--- src/hdl/atau_pkg.sv ---
`timescale 1ns / 1ps
// ----------------------------------------------------------------------------
// atau_pkg
// shared constants, command codes, control structs and helper functions
// ----------------------------------------------------------------------------
package atau_pkg;

   localparam int ANGLE_ITERATIONS = 16;
   localparam int ROOT_STEPS       = 24;
   localparam int NUM_REGS         = 3;

   localparam logic [1:0] CMD_MEASURE   = 2'd0;
   localparam logic [1:0] CMD_CALIBRATE = 2'd1;
   localparam logic [1:0] CMD_LOAD      = 2'd2;
   localparam logic [1:0] CMD_SPARE     = 2'd3;

   localparam logic [1:0] REG_PHI_OFFSET   = 2'd0;
   localparam logic [1:0] REG_THETA_OFFSET = 2'd1;
   localparam logic [1:0] REG_PSI_OFFSET   = 2'd2;

   localparam logic [1:0] SEL_PHI   = 2'd0;
   localparam logic [1:0] SEL_THETA = 2'd1;
   localparam logic [1:0] SEL_PSI   = 2'd2;

   localparam logic signed [17:0] ANGLE_LIMIT = 18'sd18000;
   localparam logic [15:0]        QUARTER     = 16'd9000;
   localparam logic [15:0]        TEMP_RECIP  = 16'd61681;   // ceil(2^20 / 17)
   localparam logic signed [15:0] TEMP_BIAS   = 16'sd3653;

   typedef struct packed {
      logic       capture;
      logic       square;
      logic [1:0] sq_idx;
      logic       root_init;
      logic       root_step;
      logic       cor_init;
      logic       cor_step;
      logic [4:0] iter;
      logic [1:0] sel;
      logic       store;
      logic       apply;
      logic       out_load;
   } atau_cmd_type;

   typedef struct packed {
      logic trivial;
   } atau_status_type;

   // round(atan(2^-i) * 100 * 2^16), degrees
   function automatic logic [28:0] atan_entry(input logic [4:0] i);
      logic [28:0] r;
      unique case (i)
         5'd0:  r = 29'd294912000;
         5'd1:  r = 29'd174096719;
         5'd2:  r = 29'd91987925;
         5'd3:  r = 29'd46694507;
         5'd4:  r = 29'd23437865;
         5'd5:  r = 29'd11730358;
         5'd6:  r = 29'd5866610;
         5'd7:  r = 29'd2933484;
         5'd8:  r = 29'd1466764;
         5'd9:  r = 29'd733385;
         5'd10: r = 29'd366693;
         5'd11: r = 29'd183346;
         5'd12: r = 29'd91673;
         5'd13: r = 29'd45837;
         5'd14: r = 29'd22918;
         5'd15: r = 29'd11459;
         5'd16: r = 29'd5730;
         5'd17: r = 29'd2865;
         5'd18: r = 29'd1432;
         5'd19: r = 29'd716;
         5'd20: r = 29'd358;
         5'd21: r = 29'd179;
         5'd22: r = 29'd90;
         5'd23: r = 29'd45;
         default: r = 29'd0;
      endcase
      return r;
   endfunction

   // clamp to +-180 degrees in centidegrees
   function automatic logic signed [15:0] sat_angle(input logic signed [17:0] v);
      logic signed [15:0] r;
      if (v > ANGLE_LIMIT) begin
         r = 16'sd18000;
      end else if (v < -ANGLE_LIMIT) begin
         r = -16'sd18000;
      end else begin
         r = v[15:0];
      end
      return r;
   endfunction

endpackage

--- src/hdl/accel_tilt_angle_unit_core.sv ---
`timescale 1ns / 1ps
// ----------------------------------------------------------------------------
// accel_tilt_angle_unit_core
// tilt angles (phi, theta, psi) and temperature from one accelerometer sample
// ----------------------------------------------------------------------------
// usage:
//  - req_ channel: one transfer when req_valid is high and req_stall low, carrying
//    the command plus raw x, y, z and temperature words
//  - rsp_ channel: one result per request, taken when rsp_valid is high and
//    rsp_stall low; the output register holds it while stalled
//  - csr_ channel: register writes (index 0..2 offsets), always ready
//  - one item in flight; the next request can be taken in the cycle in which
//    rsp_valid rises. The steps per item are a capture, three squares on one
//    multiplier, then per angle a bit-serial square root of 24 result bits plus
//    a 16-step cordic pass on one shared unit; angles with a zero numerator or
//    denominator skip both
//  - throughput is set by the shared root and cordic units
//  - a finished result waits in the output register if the receiver stalls; the
//    next request is taken once the previous result has been loaded there
//  - reset (synchronous) clears offsets, config registers and all control state
// ----------------------------------------------------------------------------
module accel_tilt_angle_unit_core
   import atau_pkg::*;
(
   input  logic               clock,
   input  logic               reset,
   input  logic               req_valid,
   output logic               req_stall,
   input  logic [1:0]         req_cmd,
   input  logic signed [15:0] req_accel_x,
   input  logic signed [15:0] req_accel_y,
   input  logic signed [15:0] req_accel_z,
   input  logic signed [15:0] req_temp_raw,
   output logic               rsp_valid,
   input  logic               rsp_stall,
   output logic signed [15:0] rsp_phi_angle,
   output logic signed [15:0] rsp_theta_angle,
   output logic signed [15:0] rsp_psi_angle,
   output logic signed [14:0] rsp_temperature_centi,
   input  logic               csr_valid,
   output logic               csr_ready,
   input  logic [1:0]         csr_index,
   input  logic [15:0]        csr_wdata
);

   atau_cmd_type    cmd;
   atau_status_type status;

   // registers are plain flops, a write is taken every cycle
   assign csr_ready = 1'b1;

   // sequencer
   atau_controller u_ctrl (
      .clock     (clock),
      .reset     (reset),
      .req_valid (req_valid),
      .req_stall (req_stall),
      .rsp_valid (rsp_valid),
      .rsp_stall (rsp_stall),
      .status    (status),
      .cmd       (cmd)
   );

   // arithmetic, offsets and result registers
   atau_datapath u_dp (
      .clock                 (clock),
      .reset                 (reset),
      .cmd                   (cmd),
      .status                (status),
      .req_cmd               (req_cmd),
      .req_accel_x           (req_accel_x),
      .req_accel_y           (req_accel_y),
      .req_accel_z           (req_accel_z),
      .req_temp_raw          (req_temp_raw),
      .csr_write             (csr_valid && csr_ready),
      .csr_index             (csr_index),
      .csr_wdata             (csr_wdata),
      .rsp_phi_angle         (rsp_phi_angle),
      .rsp_theta_angle       (rsp_theta_angle),
      .rsp_psi_angle         (rsp_psi_angle),
      .rsp_temperature_centi (rsp_temperature_centi)
   );

endmodule

--- src/hdl/atau_datapath.sv ---
`timescale 1ns / 1ps
// ----------------------------------------------------------------------------
// atau_datapath
// squares, bit-serial square root, shared cordic, offsets and result registers
// ----------------------------------------------------------------------------
module atau_datapath
   import atau_pkg::*;
(
   input  logic                clock,
   input  logic                reset,
   input  atau_cmd_type        cmd,
   output atau_status_type     status,
   input  logic [1:0]          req_cmd,
   input  logic signed [15:0]  req_accel_x,
   input  logic signed [15:0]  req_accel_y,
   input  logic signed [15:0]  req_accel_z,
   input  logic signed [15:0]  req_temp_raw,
   input  logic                csr_write,
   input  logic [1:0]          csr_index,
   input  logic [15:0]         csr_wdata,
   output logic signed [15:0]  rsp_phi_angle,
   output logic signed [15:0]  rsp_theta_angle,
   output logic signed [15:0]  rsp_psi_angle,
   output logic signed [14:0]  rsp_temperature_centi
);

   logic [1:0]         cmd_ff;
   logic signed [15:0] ax_ff, ay_ff, az_ff;
   logic [17:0]        temp_mag_ff;
   logic               temp_neg_ff;
   logic [33:0]        temp_prod_ff;
   logic [30:0]        sq_ff [3];
   logic [47:0]        rad_ff;
   logic [25:0]        rem_ff;
   logic [23:0]        root_ff;
   logic signed [27:0] x_ff, y_ff;
   logic signed [31:0] z_ff;
   logic signed [14:0] ang_ff [3];
   logic signed [15:0] off_ff [3];
   logic [15:0]        cfg_ff [3];
   logic signed [15:0] out_ang_ff [3];
   logic signed [14:0] temp_out_ff;

   // ---- capture
   logic signed [18:0] tr5;
   assign tr5 = {req_temp_raw[15], req_temp_raw, 2'b00}
              + {{3{req_temp_raw[15]}}, req_temp_raw};

   always_ff @(posedge clock) begin
      if (cmd.capture) begin
         cmd_ff      <= req_cmd;
         ax_ff       <= req_accel_x;
         ay_ff       <= req_accel_y;
         az_ff       <= req_accel_z;
         temp_neg_ff <= tr5[18];
         temp_mag_ff <= tr5[18] ? 18'(-tr5) : tr5[17:0];
      end
   end

   // ---- squares on one shared multiplier
   logic signed [15:0] sq_op;
   logic signed [31:0] sq_prod;
   always_comb begin
      unique case (cmd.sq_idx)
         2'd0:    sq_op = ax_ff;
         2'd1:    sq_op = ay_ff;
         default: sq_op = az_ff;
      endcase
      sq_prod = sq_op * sq_op;
   end

   always_ff @(posedge clock) begin
      if (cmd.square) begin
         sq_ff[cmd.sq_idx] <= sq_prod[30:0];
         temp_prod_ff      <= temp_mag_ff * TEMP_RECIP;
      end
   end

   // ---- per-angle selection
   logic num_zero, den_zero, num_neg, den_neg;
   logic [31:0] rad_sum;
   logic [15:0] abs_x, abs_y, abs_z;
   assign abs_x = ax_ff[15] ? 16'(-ax_ff) : ax_ff;
   assign abs_y = ay_ff[15] ? 16'(-ay_ff) : ay_ff;
   assign abs_z = az_ff[15] ? 16'(-az_ff) : az_ff;

   always_comb begin
      unique case (cmd.sel)
         SEL_PHI: begin
            num_zero = (ax_ff == '0) && (ay_ff == '0);
            den_zero = (az_ff == '0);
            num_neg  = 1'b0;
            den_neg  = az_ff[15];
            rad_sum  = {1'b0, sq_ff[0]} + {1'b0, sq_ff[1]};
         end
         SEL_THETA: begin
            num_zero = (ax_ff == '0);
            den_zero = (ay_ff == '0) && (az_ff == '0);
            num_neg  = ax_ff[15];
            den_neg  = 1'b0;
            rad_sum  = {1'b0, sq_ff[1]} + {1'b0, sq_ff[2]};
         end
         default: begin
            num_zero = (ay_ff == '0);
            den_zero = (ax_ff == '0) && (az_ff == '0);
            num_neg  = ay_ff[15];
            den_neg  = 1'b0;
            rad_sum  = {1'b0, sq_ff[0]} + {1'b0, sq_ff[2]};
         end
      endcase
   end
   assign status.trivial = num_zero | den_zero;

   // ---- restoring square root, one result bit per cycle
   logic [27:0] rem_sh, trial;
   assign rem_sh = {rem_ff, rad_ff[47:46]};
   assign trial  = {2'b00, root_ff, 2'b01};

   always_ff @(posedge clock) begin
      if (cmd.root_init) begin
         rad_ff  <= {rad_sum, 16'h0000};
         rem_ff  <= '0;
         root_ff <= '0;
      end else if (cmd.root_step) begin
         rad_ff <= {rad_ff[45:0], 2'b00};
         if (rem_sh >= trial) begin
            rem_ff  <= 26'(rem_sh - trial);
            root_ff <= {root_ff[22:0], 1'b1};
         end else begin
            rem_ff  <= rem_sh[25:0];
            root_ff <= {root_ff[22:0], 1'b0};
         end
      end
   end

   // ---- vectoring cordic
   logic signed [27:0] y_mag;
   logic signed [27:0] x_sh;
   logic signed [31:0] atan_w;
   assign y_mag  = y_ff[27] ? -y_ff : y_ff;
   assign x_sh   = x_ff >>> cmd.iter;
   assign atan_w = {3'b000, atan_entry(cmd.iter)};

   always_ff @(posedge clock) begin
      if (cmd.cor_init) begin
         z_ff <= '0;
         unique case (cmd.sel)
            SEL_PHI: begin
               x_ff <= {4'b0000, abs_z, 8'h00};
               y_ff <= {4'b0000, root_ff};
            end
            SEL_THETA: begin
               x_ff <= {4'b0000, root_ff};
               y_ff <= {4'b0000, abs_x, 8'h00};
            end
            default: begin
               x_ff <= {4'b0000, root_ff};
               y_ff <= {4'b0000, abs_y, 8'h00};
            end
         endcase
      end else if (cmd.cor_step) begin
         x_ff <= x_ff + (y_mag >>> cmd.iter);
         if (!y_ff[27]) begin
            y_ff <= y_ff - x_sh;
            z_ff <= z_ff + atan_w;
         end else begin
            y_ff <= y_ff + x_sh;
            z_ff <= z_ff - atan_w;
         end
      end
   end

   // ---- angle rounding and storage
   logic signed [31:0] z_rnd;
   logic [15:0]        z_mag;
   logic signed [14:0] ang_val;
   always_comb begin
      z_rnd = z_ff + 32'sd32768;
      if (z_ff[31]) begin
         z_mag = '0;
      end else if (z_rnd[31:16] > QUARTER) begin
         z_mag = QUARTER;
      end else begin
         z_mag = z_rnd[31:16];
      end
      if (den_zero) begin
         ang_val = num_zero ? 15'sd0 : (num_neg ? -15'sd9000 : 15'sd9000);
      end else if (num_zero) begin
         ang_val = 15'sd0;
      end else begin
         ang_val = (num_neg ^ den_neg) ? -z_mag[14:0] : z_mag[14:0];
      end
   end

   always_ff @(posedge clock) begin
      if (cmd.store) begin
         ang_ff[cmd.sel] <= ang_val;
      end
   end

   // ---- configuration registers
   always_ff @(posedge clock) begin
      if (reset) begin
         for (int k = 0; k < NUM_REGS; k++) begin
            cfg_ff[k] <= '0;
         end
      end else if (csr_write && (csr_index < 2'(NUM_REGS))) begin
         cfg_ff[csr_index] <= csr_wdata;
      end
   end

   // ---- offsets and results
   logic signed [15:0] corr   [3];
   logic signed [15:0] off_in [3];
   logic signed [15:0] res    [3];
   always_comb begin
      for (int k = 0; k < NUM_REGS; k++) begin
         corr[k] = sat_angle({{3{ang_ff[k][14]}}, ang_ff[k]}
                             + {{2{off_ff[k][15]}}, off_ff[k]});
         off_in[k] = off_ff[k];
         if (cmd_ff == CMD_CALIBRATE && corr[k] != '0) begin
            off_in[k] = sat_angle({{2{off_ff[k][15]}}, off_ff[k]}
                                  - {{2{corr[k][15]}}, corr[k]});
         end else if (cmd_ff == CMD_LOAD) begin
            off_in[k] = sat_angle({{2{cfg_ff[k][15]}}, cfg_ff[k]});
         end
         res[k] = corr[k];
      end
   end

   always_ff @(posedge clock) begin
      if (reset) begin
         for (int k = 0; k < NUM_REGS; k++) begin
            off_ff[k] <= '0;
         end
      end else if (cmd.apply) begin
         for (int k = 0; k < NUM_REGS; k++) begin
            off_ff[k] <= off_in[k];
         end
      end
   end

   logic signed [14:0] temp_q;
   logic signed [15:0] temp_sum;
   assign temp_q   = temp_neg_ff ? -{1'b0, temp_prod_ff[33:20]} : {1'b0, temp_prod_ff[33:20]};
   assign temp_sum = {temp_q[14], temp_q} + TEMP_BIAS;

   always_ff @(posedge clock) begin
      if (cmd.out_load) begin
         for (int k = 0; k < NUM_REGS; k++) begin
            out_ang_ff[k] <= res[k];
         end
         temp_out_ff <= temp_sum[14:0];
      end
   end

   assign rsp_phi_angle         = out_ang_ff[0];
   assign rsp_theta_angle       = out_ang_ff[1];
   assign rsp_psi_angle         = out_ang_ff[2];
   assign rsp_temperature_centi = temp_out_ff;

endmodule

--- src/hdl/atau_controller.sv ---
`timescale 1ns / 1ps
// ----------------------------------------------------------------------------
// atau_controller
// sequencer for squares, square roots, cordic passes and result handoff
// ----------------------------------------------------------------------------
module atau_controller
   import atau_pkg::*;
(
   input  logic            clock,
   input  logic            reset,
   input  logic            req_valid,
   output logic            req_stall,
   output logic            rsp_valid,
   input  logic            rsp_stall,
   input  atau_status_type status,
   output atau_cmd_type    cmd
);

   localparam logic [3:0] ST_IDLE   = 4'd0;
   localparam logic [3:0] ST_SQUARE = 4'd1;
   localparam logic [3:0] ST_SELECT = 4'd2;
   localparam logic [3:0] ST_ROOT   = 4'd3;
   localparam logic [3:0] ST_CINIT  = 4'd4;
   localparam logic [3:0] ST_ROTATE = 4'd5;
   localparam logic [3:0] ST_STORE  = 4'd6;
   localparam logic [3:0] ST_APPLY  = 4'd7;
   localparam logic [3:0] ST_RESULT = 4'd8;

   logic [3:0] state_ff, state_in;
   logic [4:0] cnt_ff, cnt_in;
   logic [1:0] sel_ff, sel_in;
   logic       valid_ff, valid_in;
   logic       out_free;

   assign req_stall = (state_ff != ST_IDLE);
   assign rsp_valid = valid_ff;
   assign out_free  = !(valid_ff && rsp_stall);

   always_comb begin
      state_in = state_ff;
      cnt_in   = cnt_ff;
      sel_in   = sel_ff;
      valid_in = valid_ff && rsp_stall;
      cmd      = '0;
      cmd.sq_idx = cnt_ff[1:0];
      cmd.iter   = cnt_ff;
      cmd.sel    = sel_ff;
      unique case (state_ff)
         ST_IDLE: begin
            if (req_valid) begin
               cmd.capture = 1'b1;
               cnt_in      = '0;
               state_in    = ST_SQUARE;
            end
         end
         ST_SQUARE: begin
            cmd.square = 1'b1;
            cnt_in     = cnt_ff + 5'd1;
            if (cnt_ff == 5'(NUM_REGS - 1)) begin
               sel_in   = SEL_PHI;
               state_in = ST_SELECT;
            end
         end
         ST_SELECT: begin
            cnt_in = '0;
            if (status.trivial) begin
               state_in = ST_STORE;
            end else begin
               cmd.root_init = 1'b1;
               state_in      = ST_ROOT;
            end
         end
         ST_ROOT: begin
            cmd.root_step = 1'b1;
            cnt_in        = cnt_ff + 5'd1;
            if (cnt_ff == 5'(ROOT_STEPS - 1)) begin
               state_in = ST_CINIT;
            end
         end
         ST_CINIT: begin
            cmd.cor_init = 1'b1;
            cnt_in       = '0;
            state_in     = ST_ROTATE;
         end
         ST_ROTATE: begin
            cmd.cor_step = 1'b1;
            cnt_in       = cnt_ff + 5'd1;
            if (cnt_ff == 5'(ANGLE_ITERATIONS - 1)) begin
               state_in = ST_STORE;
            end
         end
         ST_STORE: begin
            cmd.store = 1'b1;
            if (sel_ff == SEL_PSI) begin
               state_in = ST_APPLY;
            end else begin
               sel_in   = sel_ff + 2'd1;
               state_in = ST_SELECT;
            end
         end
         ST_APPLY: begin
            cmd.apply = 1'b1;
            state_in  = ST_RESULT;
         end
         ST_RESULT: begin
            if (out_free) begin
               cmd.out_load = 1'b1;
               valid_in     = 1'b1;
               state_in     = ST_IDLE;
            end
         end
         default: begin
            state_in = ST_IDLE;
         end
      endcase
   end

   always_ff @(posedge clock) begin
      if (reset) begin
         state_ff <= ST_IDLE;
         cnt_ff   <= '0;
         sel_ff   <= SEL_PHI;
         valid_ff <= 1'b0;
      end else begin
         state_ff <= state_in;
         cnt_ff   <= cnt_in;
         sel_ff   <= sel_in;
         valid_ff <= valid_in;
      end
   end

   a_idle_holds: assert property (@(posedge clock) disable iff (reset)
      (state_ff == ST_IDLE && !req_valid) |=> (state_ff == ST_IDLE))
      else $error("left idle without a transfer");

   a_no_overwrite: assert property (@(posedge clock) disable iff (reset)
      cmd.out_load |-> !(valid_ff && rsp_stall))
      else $error("result overwritten while stalled");

   a_load_valid: assert property (@(posedge clock) disable iff (reset)
      cmd.out_load |=> valid_ff)
      else $error("result loaded without valid");

   a_sel_range: assert property (@(posedge clock) disable iff (reset)
      sel_ff != 2'd3)
      else $error("angle select out of range");

endmodule

--- config.mk ---
export PLATFORM = sky130hd
export DESIGN_NAME = accel_tilt_angle_unit_core
export DESIGN_NICKNAME = d
export VERILOG_FILES = /design/src/hdl/atau_pkg.sv /design/src/hdl/accel_tilt_angle_unit_core.sv /design/src/hdl/atau_datapath.sv /design/src/hdl/atau_controller.sv
export SDC_FILE = /design/constraint.sdc
export NUM_CORES = 2
export LEC_CHECK = 0
export ABC_AREA = 1
export BUFFER_PORTS_ARGS = -buffer_cell sky130_fd_sc_hd__clkbuf_2
export CAP_MARGIN = 15
export CORE_MARGIN = 2
export CORE_UTILIZATION = 65
export CTS_CLUSTER_SIZE = 12
export DETAILED_ROUTE_END_ITERATION = 7
export GPL_ROUTABILITY_DRIVEN = 0
export MAX_ROUTING_LAYER = met4
export PLACE_DENSITY = 0.82
export SETUP_SLACK_MARGIN = 0.4
export SYNTH_ARGS = -nofsm -noshare
export SYNTH_HDL_FRONTEND = slang
export SYNTH_SLANG_ARGS = --single-unit
--- constraint.sdc ---
create_clock -name clock -period 10.9 [get_ports clock]
set_clock_uncertainty 0.1 [all_clocks]
set_input_delay 1.635 -clock clock [delete_from_list [all_inputs] [get_ports clock]]
set_output_delay 1.635 -clock clock [all_outputs]
set_load 0.03 [all_outputs]
==> impl_metrics.ini <==
[grt]
grt_use_total_pct = 35.7
grt_pass1_vias = 52029
overflow = 0
grt_pass1_wl_um = 263000
grt_max_degree = 70
antenna_found_initial = 8

[die]
fp-row-count = 111
dieWidth_um = 307
start_util_pct = 65.4
core_um2 = 91200
die_area_um2 = 94200
die_h_um = 307
boundaryPins = 155

[logic_synthesis]
synth_top_area_cell = edfxtp_1
netlist_instances = 8025
synth_edf_count = 465
ys_async_sr_fraction_pct = 0
synth_warnings = 0
synth_flop_cell = edfxtp_1
synth.area.top_cells = edfxtp_1 (23%), nand2_1 (12%), fa_1 (11%)
syn_nets = 8955
syn_area_um2 = 59600
synth_top_area_share_pct = 23.4
yosysUniqueCellTypes = 66
ys_ff_latch = 588
seq_area_frac_synth_pct = 27.5
syn_avg_cell_area_um2 = 7.43

[clock_network]
cts.hold.buffers_added = 0
cts.sinks = 588
clk-insertion-delay-late_ns = 0.66
cts_tree = built
cts_setup_buffers = 0
clk_pin_slew_ns = 0.06
h-tree-depth = 3
clockRootBuffer = clkbuf_16
ctsLongestPathBuffers = 3
cts_resized = 0
cts_inserted_buffers = 72

[route]
wl_met1_um = 66700
top_layer = met4
drc = 0
ant_nets = 0
drtPass1Iterations = 8
via_per_inst = 5.88
first_iter_violations = 6652
met2_length_um = 75000
routedWlPerCell_um = 17.7
vias = 54974
wl_um = 165000
dr_wl_met3_um = 16100

[layout]
final_cell_mix = nand2_1 (1974), inv_1 (1324), nor2_1 (701)
num-nets-final = 9032
drive_above_1_share_pct = 4.73
final_common_cell = nand2_1
areaGrowthSynthToFinish_pct = 7.05

[worst_setup_path]
criticalPathCategory = reg -> reg
cp-start-kind = flip-flop
worst_path_largest_cell_delay_ns = 0.74
cp_slowest_cell = nor2_1
r2r_setup_slack_ns = 1.69
crit_top_cell = fa_1
required_ns = 11.26
crit_fanout = 54
setup.worst_path.end_class = flip-flop
arrival_ns = 9.57

[sta]
tightest_slew_ns = 1.08
post-route-min-period_ns = 9.21
rsz0062_at_grt = no
max_freq_mhz = 109
finalCritPeriodShare_pct = 84.5
tns_ns = 0
slew_headroom_pct = 27.9
drv_slew = 0
hold_viol_final = 0
setup_viol = 0

[run]
cap_viol_max_count = 0

[placed_design]
io_buffers = 153
dp_hpwl_um = 130000

[hold_path]
min_path_type = reg -> reg

[outcome]
status = complete, no violations
[per-layer routing]
metal	global-route usage [%]	vias up
met3	6.33	497
met5	-	-
met1	45.7	25372
met2	55.9	2742
met4	15.4	0
li1	-	26363
[final cells by class]
cell class | instances | area, µm²
Multi-Input combinational cell | 5908 | 37400
Fill cell | 7261 | 27400
Sequential cell | 588 | 16400
Inverter | 1339 | 5030
Clock buffer | 90 | 1970
Tap cell | 1186 | 1480
Timing Repair Buffer | 193 | 1070
Clock inverter | 39 | 478
Antenna cell | 7 | 17.5
[kinds of logic after synthesis]
logic type / count (synthesis) / share of synthesized area (%)
simple gates: 3381 / 23.3
xor+xnor: 309 / 4.54
other cells: 1 / 0.00629
flops: 588 / 27.5
compound gates: 1364 / 12.8
mux: 12 / 0.201
fa+ha+maj: 841 / 21.7
buf+inv: 1529 / 9.88
[sequential cells by signal (all words and copies together), names as in the netlist, 24 cells and up]
register / flops
u_dp.out_ang_ff: 48
u_dp.x_ff: 28
u_dp.ang_ff: 45
u_dp.z_ff: 32
u_dp.rem_ff: 26
u_dp.rad_ff: 32
u_dp.sq_ff: 90
u_dp.y_ff: 28
u_dp.root_ff: 24
u_dp.cfg_ff: 48
u_dp.atan_w: 29
u_dp.off_ff: 48
[final timing paths]
check | start | end | cells past startpoint
max | u_ctrl.cnt_ff[1] | u_dp.sq_ff[1][29] | 29
min | u_dp.rem_ff[3] | u_dp.rem_ff[3] | 2
max reg2reg | u_ctrl.cnt_ff[1] | u_dp.sq_ff[1][29] | 29
min reg2reg | u_dp.rem_ff[3] | u_dp.rem_ff[3] | 2
[worst max-delay path: cells and delay by family, from the launching register on]
kind,cells,cell delay [ns]
xor gates and xnor gates,1,0.22
and+or+nand+nor,6,1.36
DFF,1,0.32
adders and majority gates,8,3.86
buffers and inverters,7,1.52
AOI/OAI and AO/OA,7,1.59
[through the flow]
stage / hold WS, ns / worst slack (ns) / area [µm²] / std cells / utilization [%]
final: 0.373 / 1.69 / 63800 / 9350 / 70.0
after global routing: 0.380 / 1.20 / 63800 / 9348 / 70.0
after CTS: 0.369 / 1.88 / 63800 / 9343 / 69.9
after detailed placement: 0.353 / 1.92 / 61400 / 9214 / 67.3
after global placement: 0.343 / 2.16 / 61400 / 9214 / 67.3
after floorplan: 0.327 / 2.84 / 59600 / 8025 / -
[cell usage after synthesis (all sizes together), types with 2 or more instances]
library cell,count
a32oi,2
buf,78
o311ai,2
nand3b,22
a211oi,13
dfxtp,123
inv,1333
fa,324
nand2,1996
clkinv,6
edfxtp,465
nor2,716
o21ai,515
a32o,3
a22oi,25
nand4,56
a22o,2
o2111ai,9
mux2i,12
o31ai,18
nand3,426
xor2,204
clkbuf,112
a21oi,519
a221oi,3
nor3b,3
a21o,24
ha,517
a21boi,14
o221ai,26
and2,10
a211o,2
a31o,2
xnor2,105
o21bai,27
o32ai,4
a2bb2oi,3
nor4,25
o22ai,35
a31oi,41
or2,17
o21a,26
o211ai,46
nor3,107
Power is not shown: default switching activity piles up to over one toggle a cycle in this logic, so the estimate is an artifact.
